File: src/rtl/core/cmt_pkg.sv
`timescale 1ns / 1ps

package cmt_pkg;

    // Fixed-point format and field widths.
    localparam int FRAC_BITS    = 14;
    localparam int OUT_W        = 16;
    localparam int IDX_W        = 8;
    localparam int CNT_W        = 9;
    localparam int RAD_W        = 15;
    localparam int CFG_IDX_W    = 2;
    localparam int MAX_RINGS    = 256;
    localparam int MAX_WEDGES   = 256;

    // Angle and rotation datapath.
    localparam int PHASE_BITS   = 32;
    localparam int CORDIC_STEPS = 30;
    localparam int CORDIC_W     = 33;
    localparam int ZW           = 32;
    localparam int TRIG_W       = 32;
    localparam logic signed [CORDIC_W-1:0] ROT_GAIN = 33'sd652032874;

    // Register indexes of the configuration port.
    localparam logic [CFG_IDX_W-1:0] CFG_RING_COUNT  = 2'd0;
    localparam logic [CFG_IDX_W-1:0] CFG_WEDGE_COUNT = 2'd1;
    localparam logic [CFG_IDX_W-1:0] CFG_RADIUS      = 2'd2;

    typedef enum logic [1:0] {
        FACE_TOP    = 2'd0,
        FACE_BOTTOM = 2'd1,
        FACE_SIDE   = 2'd2
    } face_t;

    typedef enum logic [1:0] {
        F_IDLE,
        F_DIV,
        F_ROT,
        F_PUSH
    } front_state_t;

    typedef enum logic [2:0] {
        B_IDLE,
        B_PREP,
        B_MUL,
        B_DIV,
        B_EMIT
    } back_state_t;

    // One tile job: sine and cosine of both wedge edges plus the ring.
    typedef struct packed {
        logic signed [TRIG_W-1:0] ca;
        logic signed [TRIG_W-1:0] sa;
        logic signed [TRIG_W-1:0] cb;
        logic signed [TRIG_W-1:0] sb;
        logic [IDX_W-1:0]         ring;
    } job_t;

    // Arctangent of 2^-k, where 2^32 is one full turn.
    function automatic logic [ZW-1:0] cordic_angle(input logic [4:0] k);
        logic [ZW-1:0] a;
        begin
            case (k)
                5'd0:    a = 32'h20000000;
                5'd1:    a = 32'h12E4051E;
                5'd2:    a = 32'h09FB385B;
                5'd3:    a = 32'h051111D4;
                5'd4:    a = 32'h028B0D43;
                5'd5:    a = 32'h0145D7E1;
                5'd6:    a = 32'h00A2F61E;
                5'd7:    a = 32'h00517C55;
                5'd8:    a = 32'h0028BE53;
                5'd9:    a = 32'h00145F2F;
                5'd10:   a = 32'h000A2F98;
                5'd11:   a = 32'h000517CC;
                5'd12:   a = 32'h00028BE6;
                5'd13:   a = 32'h000145F3;
                5'd14:   a = 32'h0000A2F9;
                5'd15:   a = 32'h0000517C;
                5'd16:   a = 32'h000028BE;
                5'd17:   a = 32'h0000145F;
                5'd18:   a = 32'h00000A2F;
                5'd19:   a = 32'h00000517;
                5'd20:   a = 32'h0000028B;
                5'd21:   a = 32'h00000145;
                5'd22:   a = 32'h000000A2;
                5'd23:   a = 32'h00000051;
                5'd24:   a = 32'h00000028;
                5'd25:   a = 32'h00000014;
                5'd26:   a = 32'h0000000A;
                5'd27:   a = 32'h00000005;
                5'd28:   a = 32'h00000002;
                5'd29:   a = 32'h00000001;
                default: a = '0;
            endcase
            return a;
        end
    endfunction

endpackage

File: src/rtl/core/cmt_job_queue.sv
`timescale 1ns / 1ps

module cmt_job_queue
    import cmt_pkg::*;
(
    input  logic clk,
    input  logic rst_n,
    input  logic wr_en,
    input  job_t wr_data,
    output logic full,
    input  logic rd_en,
    output job_t rd_data,
    output logic empty
);

    job_t slot_reg [2];
    logic wr_ptr_reg, wr_ptr_next, rd_ptr_reg, rd_ptr_next;
    logic [1:0] count_reg, count_next;
    logic do_wr, do_rd;

    assign full    = count_reg == 2'd2;
    assign empty   = count_reg == 2'd0;
    assign rd_data = slot_reg[rd_ptr_reg];
    assign do_wr   = wr_en && !full;
    assign do_rd   = rd_en && !empty;

    always_comb
    begin
        wr_ptr_next = wr_ptr_reg ^ do_wr;
        rd_ptr_next = rd_ptr_reg ^ do_rd;
        count_next  = count_reg + {1'b0, do_wr} - {1'b0, do_rd};
    end

    always_ff @(posedge clk or negedge rst_n)
    begin
        if (!rst_n)
        begin
            wr_ptr_reg <= 1'b0;
            rd_ptr_reg <= 1'b0;
            count_reg  <= 2'd0;
        end
        else
        begin
            wr_ptr_reg <= wr_ptr_next;
            rd_ptr_reg <= rd_ptr_next;
            count_reg  <= count_next;
        end
    end

    always_ff @(posedge clk)
    begin
        if (do_wr)
        begin
            slot_reg[wr_ptr_reg] <= wr_data;
        end
    end

endmodule

File: config.mk
export PLATFORM = sky130hd
export DESIGN_NAME = cmt_job_queue
export DESIGN_NICKNAME = d
export VERILOG_FILES = /design/src/rtl/core/cmt_pkg.sv /design/src/rtl/core/cmt_job_queue.sv
export SDC_FILE = /design/constraint.sdc
export NUM_CORES = 1
export LEC_CHECK = 0
export BUFFER_PORTS_ARGS = -buffer_cell sky130_fd_sc_hd__buf_2
export CORE_ASPECT_RATIO = 0.7
export CORE_MARGIN = 4
export CORE_UTILIZATION = 38
export CTS_CLUSTER_SIZE = 40
export DETAILED_ROUTE_END_ITERATION = 7
export SLEW_MARGIN = 20
export SYNTH_ARGS = -nofsm -noshare
export SYNTH_HDL_FRONTEND = slang
export SYNTH_SLANG_ARGS = --single-unit
File: constraint.sdc
create_clock -name clk -period 12.2 [get_ports clk]
set_input_delay 2.44 -clock clk [delete_from_list [all_inputs] [get_ports clk]]
set_output_delay 2.44 -clock clk [all_outputs]
set_load 0.01 [all_outputs]
# Yosys cells after proc, flatten, opt, wreduce, memory -nomap -nowiden
# Memories as Yosys holds them, arrays and structs flattened.
# Index checks and enable logic that the tools add are counted.
# word_totals
ff_bits,4
ram_bits,272
input_bits,140
output_inout_bits,138
wordCells,16
memories,1
# classes
add_sub_neg,2
n_eq_ne,1
n_mux,2
bitwise,2
n_reduce_logical,5
# mem_list
name,depth,word_bits,read_ports,rd_clocked_by_memory_dff,wr,line,source
slot_reg,2,136,1,0,1,cmt_job_queue.sv:16,job_t slot_reg [2];
# ops
op,count
$add A2 B1 Y2,1
$eq A2 B2 Y1 const B,1
$logic_and A1 B1 Y1,2
$logic_not A1 Y1,2
$logic_not A2 Y1,1
$mux W1,2
$sub A2 B1 Y2,1
$xor A1 B1 Y1,2

# Longest topological paths before layout
# Gate-level depths: netlist (run 1).
# depth
ltp_word,5
depth_mapped,7
depth_no_buf,7

# Worst setup path after synthesis (run 1)
# No wires, ideal clock.
# synth_timing
path_type,input to register
start,input wr_en
end,memory slot_reg[1][0] (netlist bit) (enable)
setup_time_ns,0.512
arrival_ns,5.754
required_time_ns,11.688
setup_slack_ns,5.934
cell_stages,2
path_buffers,0
path_cell_list,and2_1 > ha_1
# synth_between
elab_chain_cells,3
# synth_rtl
element,line,source
"start, declared",cmt_job_queue.sv:8,"input logic wr_en,"
$logic_and A1 B1 Y1,cmt_job_queue.sv:24,assign do_wr = wr_en && !full;
$mux W1,cmt_job_queue.sv:52,if (do_wr)
$mux W1 (implied by the code),cmt_job_queue.sv:54,slot_reg[wr_ptr_reg] <= wr_data;
"end, declared",cmt_job_queue.sv:16,
# Every way passes these cells.

==> results of run 1 <==
cell families after synthesis:
| logic type | Yosys count | synth area share |
|---|---|---|
| AOI/OAI and AO/OA | 1 | 0.000743 |
| and+or+nand+nor | 4 | 0.00198 |
| xor gates and xnor gates | 3 | 0.00260 |
| DFF | 276 | 0.818 |
| buffers and inverters | 19 | 0.0207 |
| muxes | 136 | 0.151 |
| adders and majority gates | 4 | 0.00495 |
cell type report:
type,count,share of cell area
diodes,1,0.000199
inverters,4,0.00119
multi-input cells,148,0.132
repair buffers,280,0.112
clock inverters,14,0.00804
flip-flops and latches,276,0.656
clock buffers,32,0.0551
well taps,357,0.0354
metrics by stage:
stage / instance area (µm²) / util / cells / power [W] / hold slack, ps
after CTS: 12600 / 0.486 / 1111 / 0.00303 / 554
after global placement: 11800 / 0.455 / 1065 / 0.00224 / 508
after global routing: 12600 / 0.486 / 1111 / 0.00315 / 567
after floorplan: 10100 / - / 443 / 0.00198 / 488
after detailed placement: 11800 / 0.455 / 1065 / 0.00227 / 545
final: 12600 / 0.486 / 1112 / 0.00298 / 545
per-layer routing:
| layer | global-route usage | wire [µm] | up-vias |
|---|---|---|---|
| li1 | - | - | 2355 |
| met1 | 0.177 | 8890 | 2522 |
| met2 | 0.218 | 9530 | 202 |
| met3 | 0.0531 | 1820 | 37 |
| met4 | 0.0321 | 449 | 8 |
| met5 | 0 | 43 | - |
layout by cell type, fill, tap and decap left out:
cell type   count
nand2_1         1
nand2b_1        1
nor2_1          1
edfxtp_1      272
bufinv_16       1
buf_4           3
inv_6           1
o21a_1          1
inv_1           4
dfrtp_1         3
clkinv_1        6
dfrtp_4         1
clkbuf_16      27
xnor2_1         2
clkinv_2        2
clkinvlp_4      4
diode_2         1
buf_2         277
xor2_1          1
ha_1            2
ha_4            2
clkbuf_1        5
mux2_2        136
and2_1          1
where the power goes:
part	internal [W]	switching (W)	leakage [nW]
clock network	0.000425	0.000332	0.375
registers	0.00130	0.0000878	2.57
logic	0.000386	0.000451	1.71
total	0.00211	0.000871	4.66
critical path: stages (launching register included):
cell and delay [ps]:
dfrtp_4 970, buf_4 830, mux2_2 430, buf_2 150
worst max-delay path by stage:
stage | start | endpoint | cells past startpoint
after global routing | rd_ptr_reg | rd_data[51] | 3
after CTS | rd_ptr_reg | rd_data[133] | 3
final | rd_ptr_reg | rd_data[51] | 3
after floorplan | wr_en | slot_reg[1][0] | 2
after detailed placement | rd_ptr_reg | rd_data[133] | 3
after global placement | rd_ptr_reg | rd_data[133] | 3
==> reports/results.tsv, run 1 <==
metric	value	unit
whs_endpoint	count_reg[1]	
multi_input_area	0.00166	mm²
power_density	237	mW/mm²
cts_sinks	276	
worstSetupEndpointType	output port	
avgSynthCellArea	22.8	µm²
finClkSkew	12.4	ps
seqCellArea	0.00827	mm²
syn_nets	587	
timing.rr.end	slot_reg[1][47]	
area_delta_synth_final	24.6	%
place_hpwl	14000	µm
min_delay_path_depth	1	
synth_warnings	0	
leakage	4.66	nW
max_freq	0.180	GHz
cts.clk_slew.worst_paths	60	ps
wl	20700	µm
drive_gt1_frac	0.602	
final.period_utilization	0.455	
grt_first_pass_wirelength	31500	µm
cts_made_buffers	27	
hold_start	count_reg[1]	
worstSetupPathType	reg2out	
io_pins	278	
synth.distinct_cells	14	
fp.dieW	203	µm
maxSlewHeadroom	0.320	
yosys-top-cells-count	edfxtp_1 (272), mux2_2 (136), clkbuf_8 (10), buf_6 (5)	
dp_slack	7160	ps
grt_pass1_vias	5612	
cts_hold_buf	0	
vias_per_cell	4.61	
cp.required	9760	ps
largest_reg_flops	272	
critPathLaunchType	register	
routedWlPerCell	18.6	µm
outcome	finished, final reports clean	
setup_ws	6650	ps
synth_top_area_share	0.808	
layout.nets	881	
r2r-start	count_reg[1]	
synth_edf_count	272	
core	0.0259	mm²
insertion_delay	530	ps
start_util	0.390	
worstMarginPinSlew	1020	ps
irDropWorstVdd	0.155	mV
setup_violations	0	
synth-seq-cells	276	
die_area	0.0293	mm²
cts_root_buffer	clkbuf_16	
synthFlopType	edfxtp_1	
io_buffers	277	
die_h	144	µm
gp_congestion	0.789	
drc	0	
antenna_found_initial	4	
h-tree-depth	1	
cts_tree	done	
slew_violations	0	
min_path_type	reg2reg	
tns	0	ps
cp.arrival	3110	ps
fin_crit	5550	ps
dr.pass1.iters	4	
r2r_cells	4	
vias	5124	
syn_area	0.0101	mm²
grt_overflow	0	
fillers	2198	
finalHoldViolations	0	
async_flop_share	0.0145	
grt_max_degree	76	
drt_iter0_drc	206	
netlist_top_cells_area	edfxtp_1 (81%), mux2_2 (15%), clkbuf_8 (1.4%), dfrtp_1 (0.99%), buf_6 (0.56%)	
detail-route-antenna-nets	0	
clk_path_buf_depth	3	
cts_setup_buffers	0	
cts_resized	0	
regToRegSetupSlack	9280	ps
path_max_fanout	71	
grt_setup_unrepaired	no	
syn_inst	443	
synth_area_leader_cell	edfxtp_1	
maxCapViolations	0	
fp-row-count	49	
grt_usage	0.136	
synth.most_common_cell	edfxtp_1	
yosysSeqAreaShare	0.818	
(Power assumes the default switching activity.)
==> run 2, diff against run 1 <==
--- a/config.mk
+++ b/config.mk
@@ -5,6 +5,7 @@
 export SDC_FILE = /design/constraint.sdc
 export NUM_CORES = 1
 export LEC_CHECK = 0
+export ABC_AREA = 1
 export BUFFER_PORTS_ARGS = -buffer_cell sky130_fd_sc_hd__buf_2
 export CORE_ASPECT_RATIO = 0.7
 export CORE_MARGIN = 4
==> constraint.sdc (replaced) <==
create_clock -name clk -period 4.91 [get_ports clk]
set_input_delay 0.982 -clock clk [delete_from_list [all_inputs] [get_ports clk]]
set_output_delay 0.982 -clock clk [all_outputs]
set_load 0.01 [all_outputs]
==> run 2 against run 1 <==
- combinational power increased to 3.0 times the previous value
- flip-flop and latch count did not move
- register-to-register slack got worse by 6800 ps
- via count rose by 21%
- count of clock-buffer cells in the layout increased by 1
- highest routed layer unchanged
==> reports/results.tsv, run 2 <==
metric	value	unit	change
grt_overflow	0		unchanged
leakage	5.46	nW	+17%
vias_per_cell	4.41		-4.4%
drt_iter0_drc	345		+67%
irDropWorstVdd	0.371	mV	+140%
start_util	0.385		-0.00520
h-tree-depth	1		unchanged
drive_gt1_frac	0.311		-0.291
maxSlewHeadroom	0.364		+0.0439
fp-row-count	50		+2.0%
crit_family	buffers and inverters		
grt_first_pass_wirelength	34100	µm	+8.2%
yosys-top-cells-count	nand2_1 (417), edfxtp_1 (272), buf_6 (29), inv_1 (10)		
path_buf_inv	3		+1
wl	22500	µm	+8.3%
layout.nets	1174		+33%
layout_commonest_cell	nand2_1		
path_cells	inv_4 -> buf_4 -> nand2_1 -> nand2_1 -> buf_2		
detail-route-antenna-nets	0		unchanged
io_buffers	277		unchanged
seqCellArea	0.00827	mm²	unchanged
cp.arrival	2320	ps	-790 ps
worstMarginPinSlew	955	ps	-65.9 ps
layout_common_cells	nand2_1 (417), buf_2 (277), edfxtp_1 (272), clkbuf_16 (27), buf_4 (11)		
grt_max_degree	70		-7.9%
worstSetupEndpointType	output port		
maxCapViolations	0		unchanged
clk_path_buf_depth	3		unchanged
fin_crit	3300	ps	
synth.distinct_cells	11		-3
place_hpwl	14600	µm	+4.4%
cts_resized	0		unchanged
cts.clk_slew.worst_paths	60	ps	about the same
synth-seq-cells	276		unchanged
core	0.0267	mm²	+3.0%
path_max_fanout	67		-5.6%
grt_pass1_vias	6020		+7.3%
worstSetupPathDepth	5		+2
die_h	146	µm	+0.77%
finalHoldViolations	0		unchanged
synth_area_leader_cell	edfxtp_1		
syn_area	0.0103	mm²	+1.6%
gp_congestion	0.768		-2.6%
synth.most_common_cell	nand2_1		
fillers	2391		+8.8%
critPathLaunchType	register		
fp.dieW	205	µm	+0.78%
grt_usage	0.146		+0.00966
fin_util	0.475		-0.0106
critPathMaxStageDelay	550	ps	-420 ps
synthFlopType	edfxtp_1		
cts_made_buffers	27		unchanged
cts_sinks	276		unchanged
final.period_utilization	0.672		
worstSetupPathType	reg2out		
cts_hold_buf	0		unchanged
cts_root_buffer	clkbuf_16		
finClkSkew	9.92	ps	-2.46 ps
power_density	603	mW/mm²	+150%
syn_inst	742		+67%
grt_setup_unrepaired	no		
io_pins	278		unchanged
syn_nets	886		+51%
multi_input_area	0.00166	mm²	about the same
vias	6218		+21%
netlist_top_cells_area	edfxtp_1 (79%), nand2_1 (15%), buf_6 (3.2%), dfrtp_1 (0.97%), ha_1 (0.49%)		
async_flop_share	0.0145		unchanged
max_freq	0.303	GHz	
cp.required	3930	ps	-5830 ps
outcome	finished, final reports clean		
min_path_type	in2async		
antenna_found_initial	8		+4
area_delta_synth_final	23.5	%	
largest_reg_flops	272		unchanged
avgSynthCellArea	13.9	µm²	-39%
cts_tree	done		
routedWlPerCell	15.9	µm	-15%
crit_path_top_delay_cell	inv_4		
synth_edf_count	272		unchanged
setup_violations	0		unchanged
yosysSeqAreaShare	0.804		-0.0131
cts_setup_buffers	0		unchanged
dr.pass1.iters	4		unchanged
die_area	0.0298	mm²	+1.6%
insertion_delay	520	ps	about the same
slew_violations	0		unchanged
crit_top_cell	nand2_1		
tns	0	ps	unchanged
synth_warnings	0		unchanged
drc	0		unchanged
synth_top_area_share	0.795		-0.0130
r2r_cells	5		+1
-- run 2: cells by family after synthesis --
logic type               after synthesis  synth area share
AND/OR/NAND/NOR                      420             0.154
flip-flops                           276             0.804
buffers and inverters                 41            0.0365
adder cells (fa/ha/maj)                4           0.00487
AO/OA/AOI/OAI                          1          0.000487
-- run 2: path summary, 6_finish.rpt --
path	start	to	slack [ps]
worst max register to register	count_reg[1]	slot_reg[1][57]	2530
worst min register to register	count_reg[0]	count_reg[0]	570
worst max-delay path	rd_ptr_reg	rd_data[111]	1610
worst min-delay path	rst_n	count_reg[0]	250
max in group asynchronous	rst_n	rd_ptr_reg	4520
min in group clk	count_reg[0]	count_reg[0]	570
-- run 2: area by class of cell --
class                           instances  area share
Antenna cell                            1    0.000197
Sequential cell                       276       0.652
Clock buffer                           33      0.0550
Tap cell                              364      0.0359
Multi-Input combinational cell        425       0.131
Timing Repair Buffer                  289       0.117
Clock inverter                         12     0.00601
Inverter                               11     0.00345
-- run 2: routing by layer --
metal | global-route usage | wire length (µm) | up-vias
met5 | 0 | 76 | -
li1 | - | - | 3066
met2 | 0.226 | 9970 | 203
met4 | 0.0258 | 355 | 14
met1 | 0.196 | 9830 | 2893
met3 | 0.0619 | 2230 | 42
-- run 2: power by group --
group          switching [W]  total (W)  leakage [nW]  internal (W)
clock               0.000799    0.00185         0.381       0.00105
sequential          0.000111    0.00333          2.58       0.00322
combinational        0.00169    0.00248          2.50      0.000784
-- run 2: stage by stage --
step	hold WS [ps]	power, W	instances	setup WS [ps]	area [µm²]
2_1_floorplan	517	0.00503	742	56.8	10300
3_3_place_gp	550	0.00590	1365	1890	11900
3_5_place_dp	552	0.00593	1365	1900	11900
4_1_cts	218	0.00780	1410	1520	12700
5_1_grt	223	0.00816	1410	1400	12700
6_report	252	0.00766	1411	1610	12700
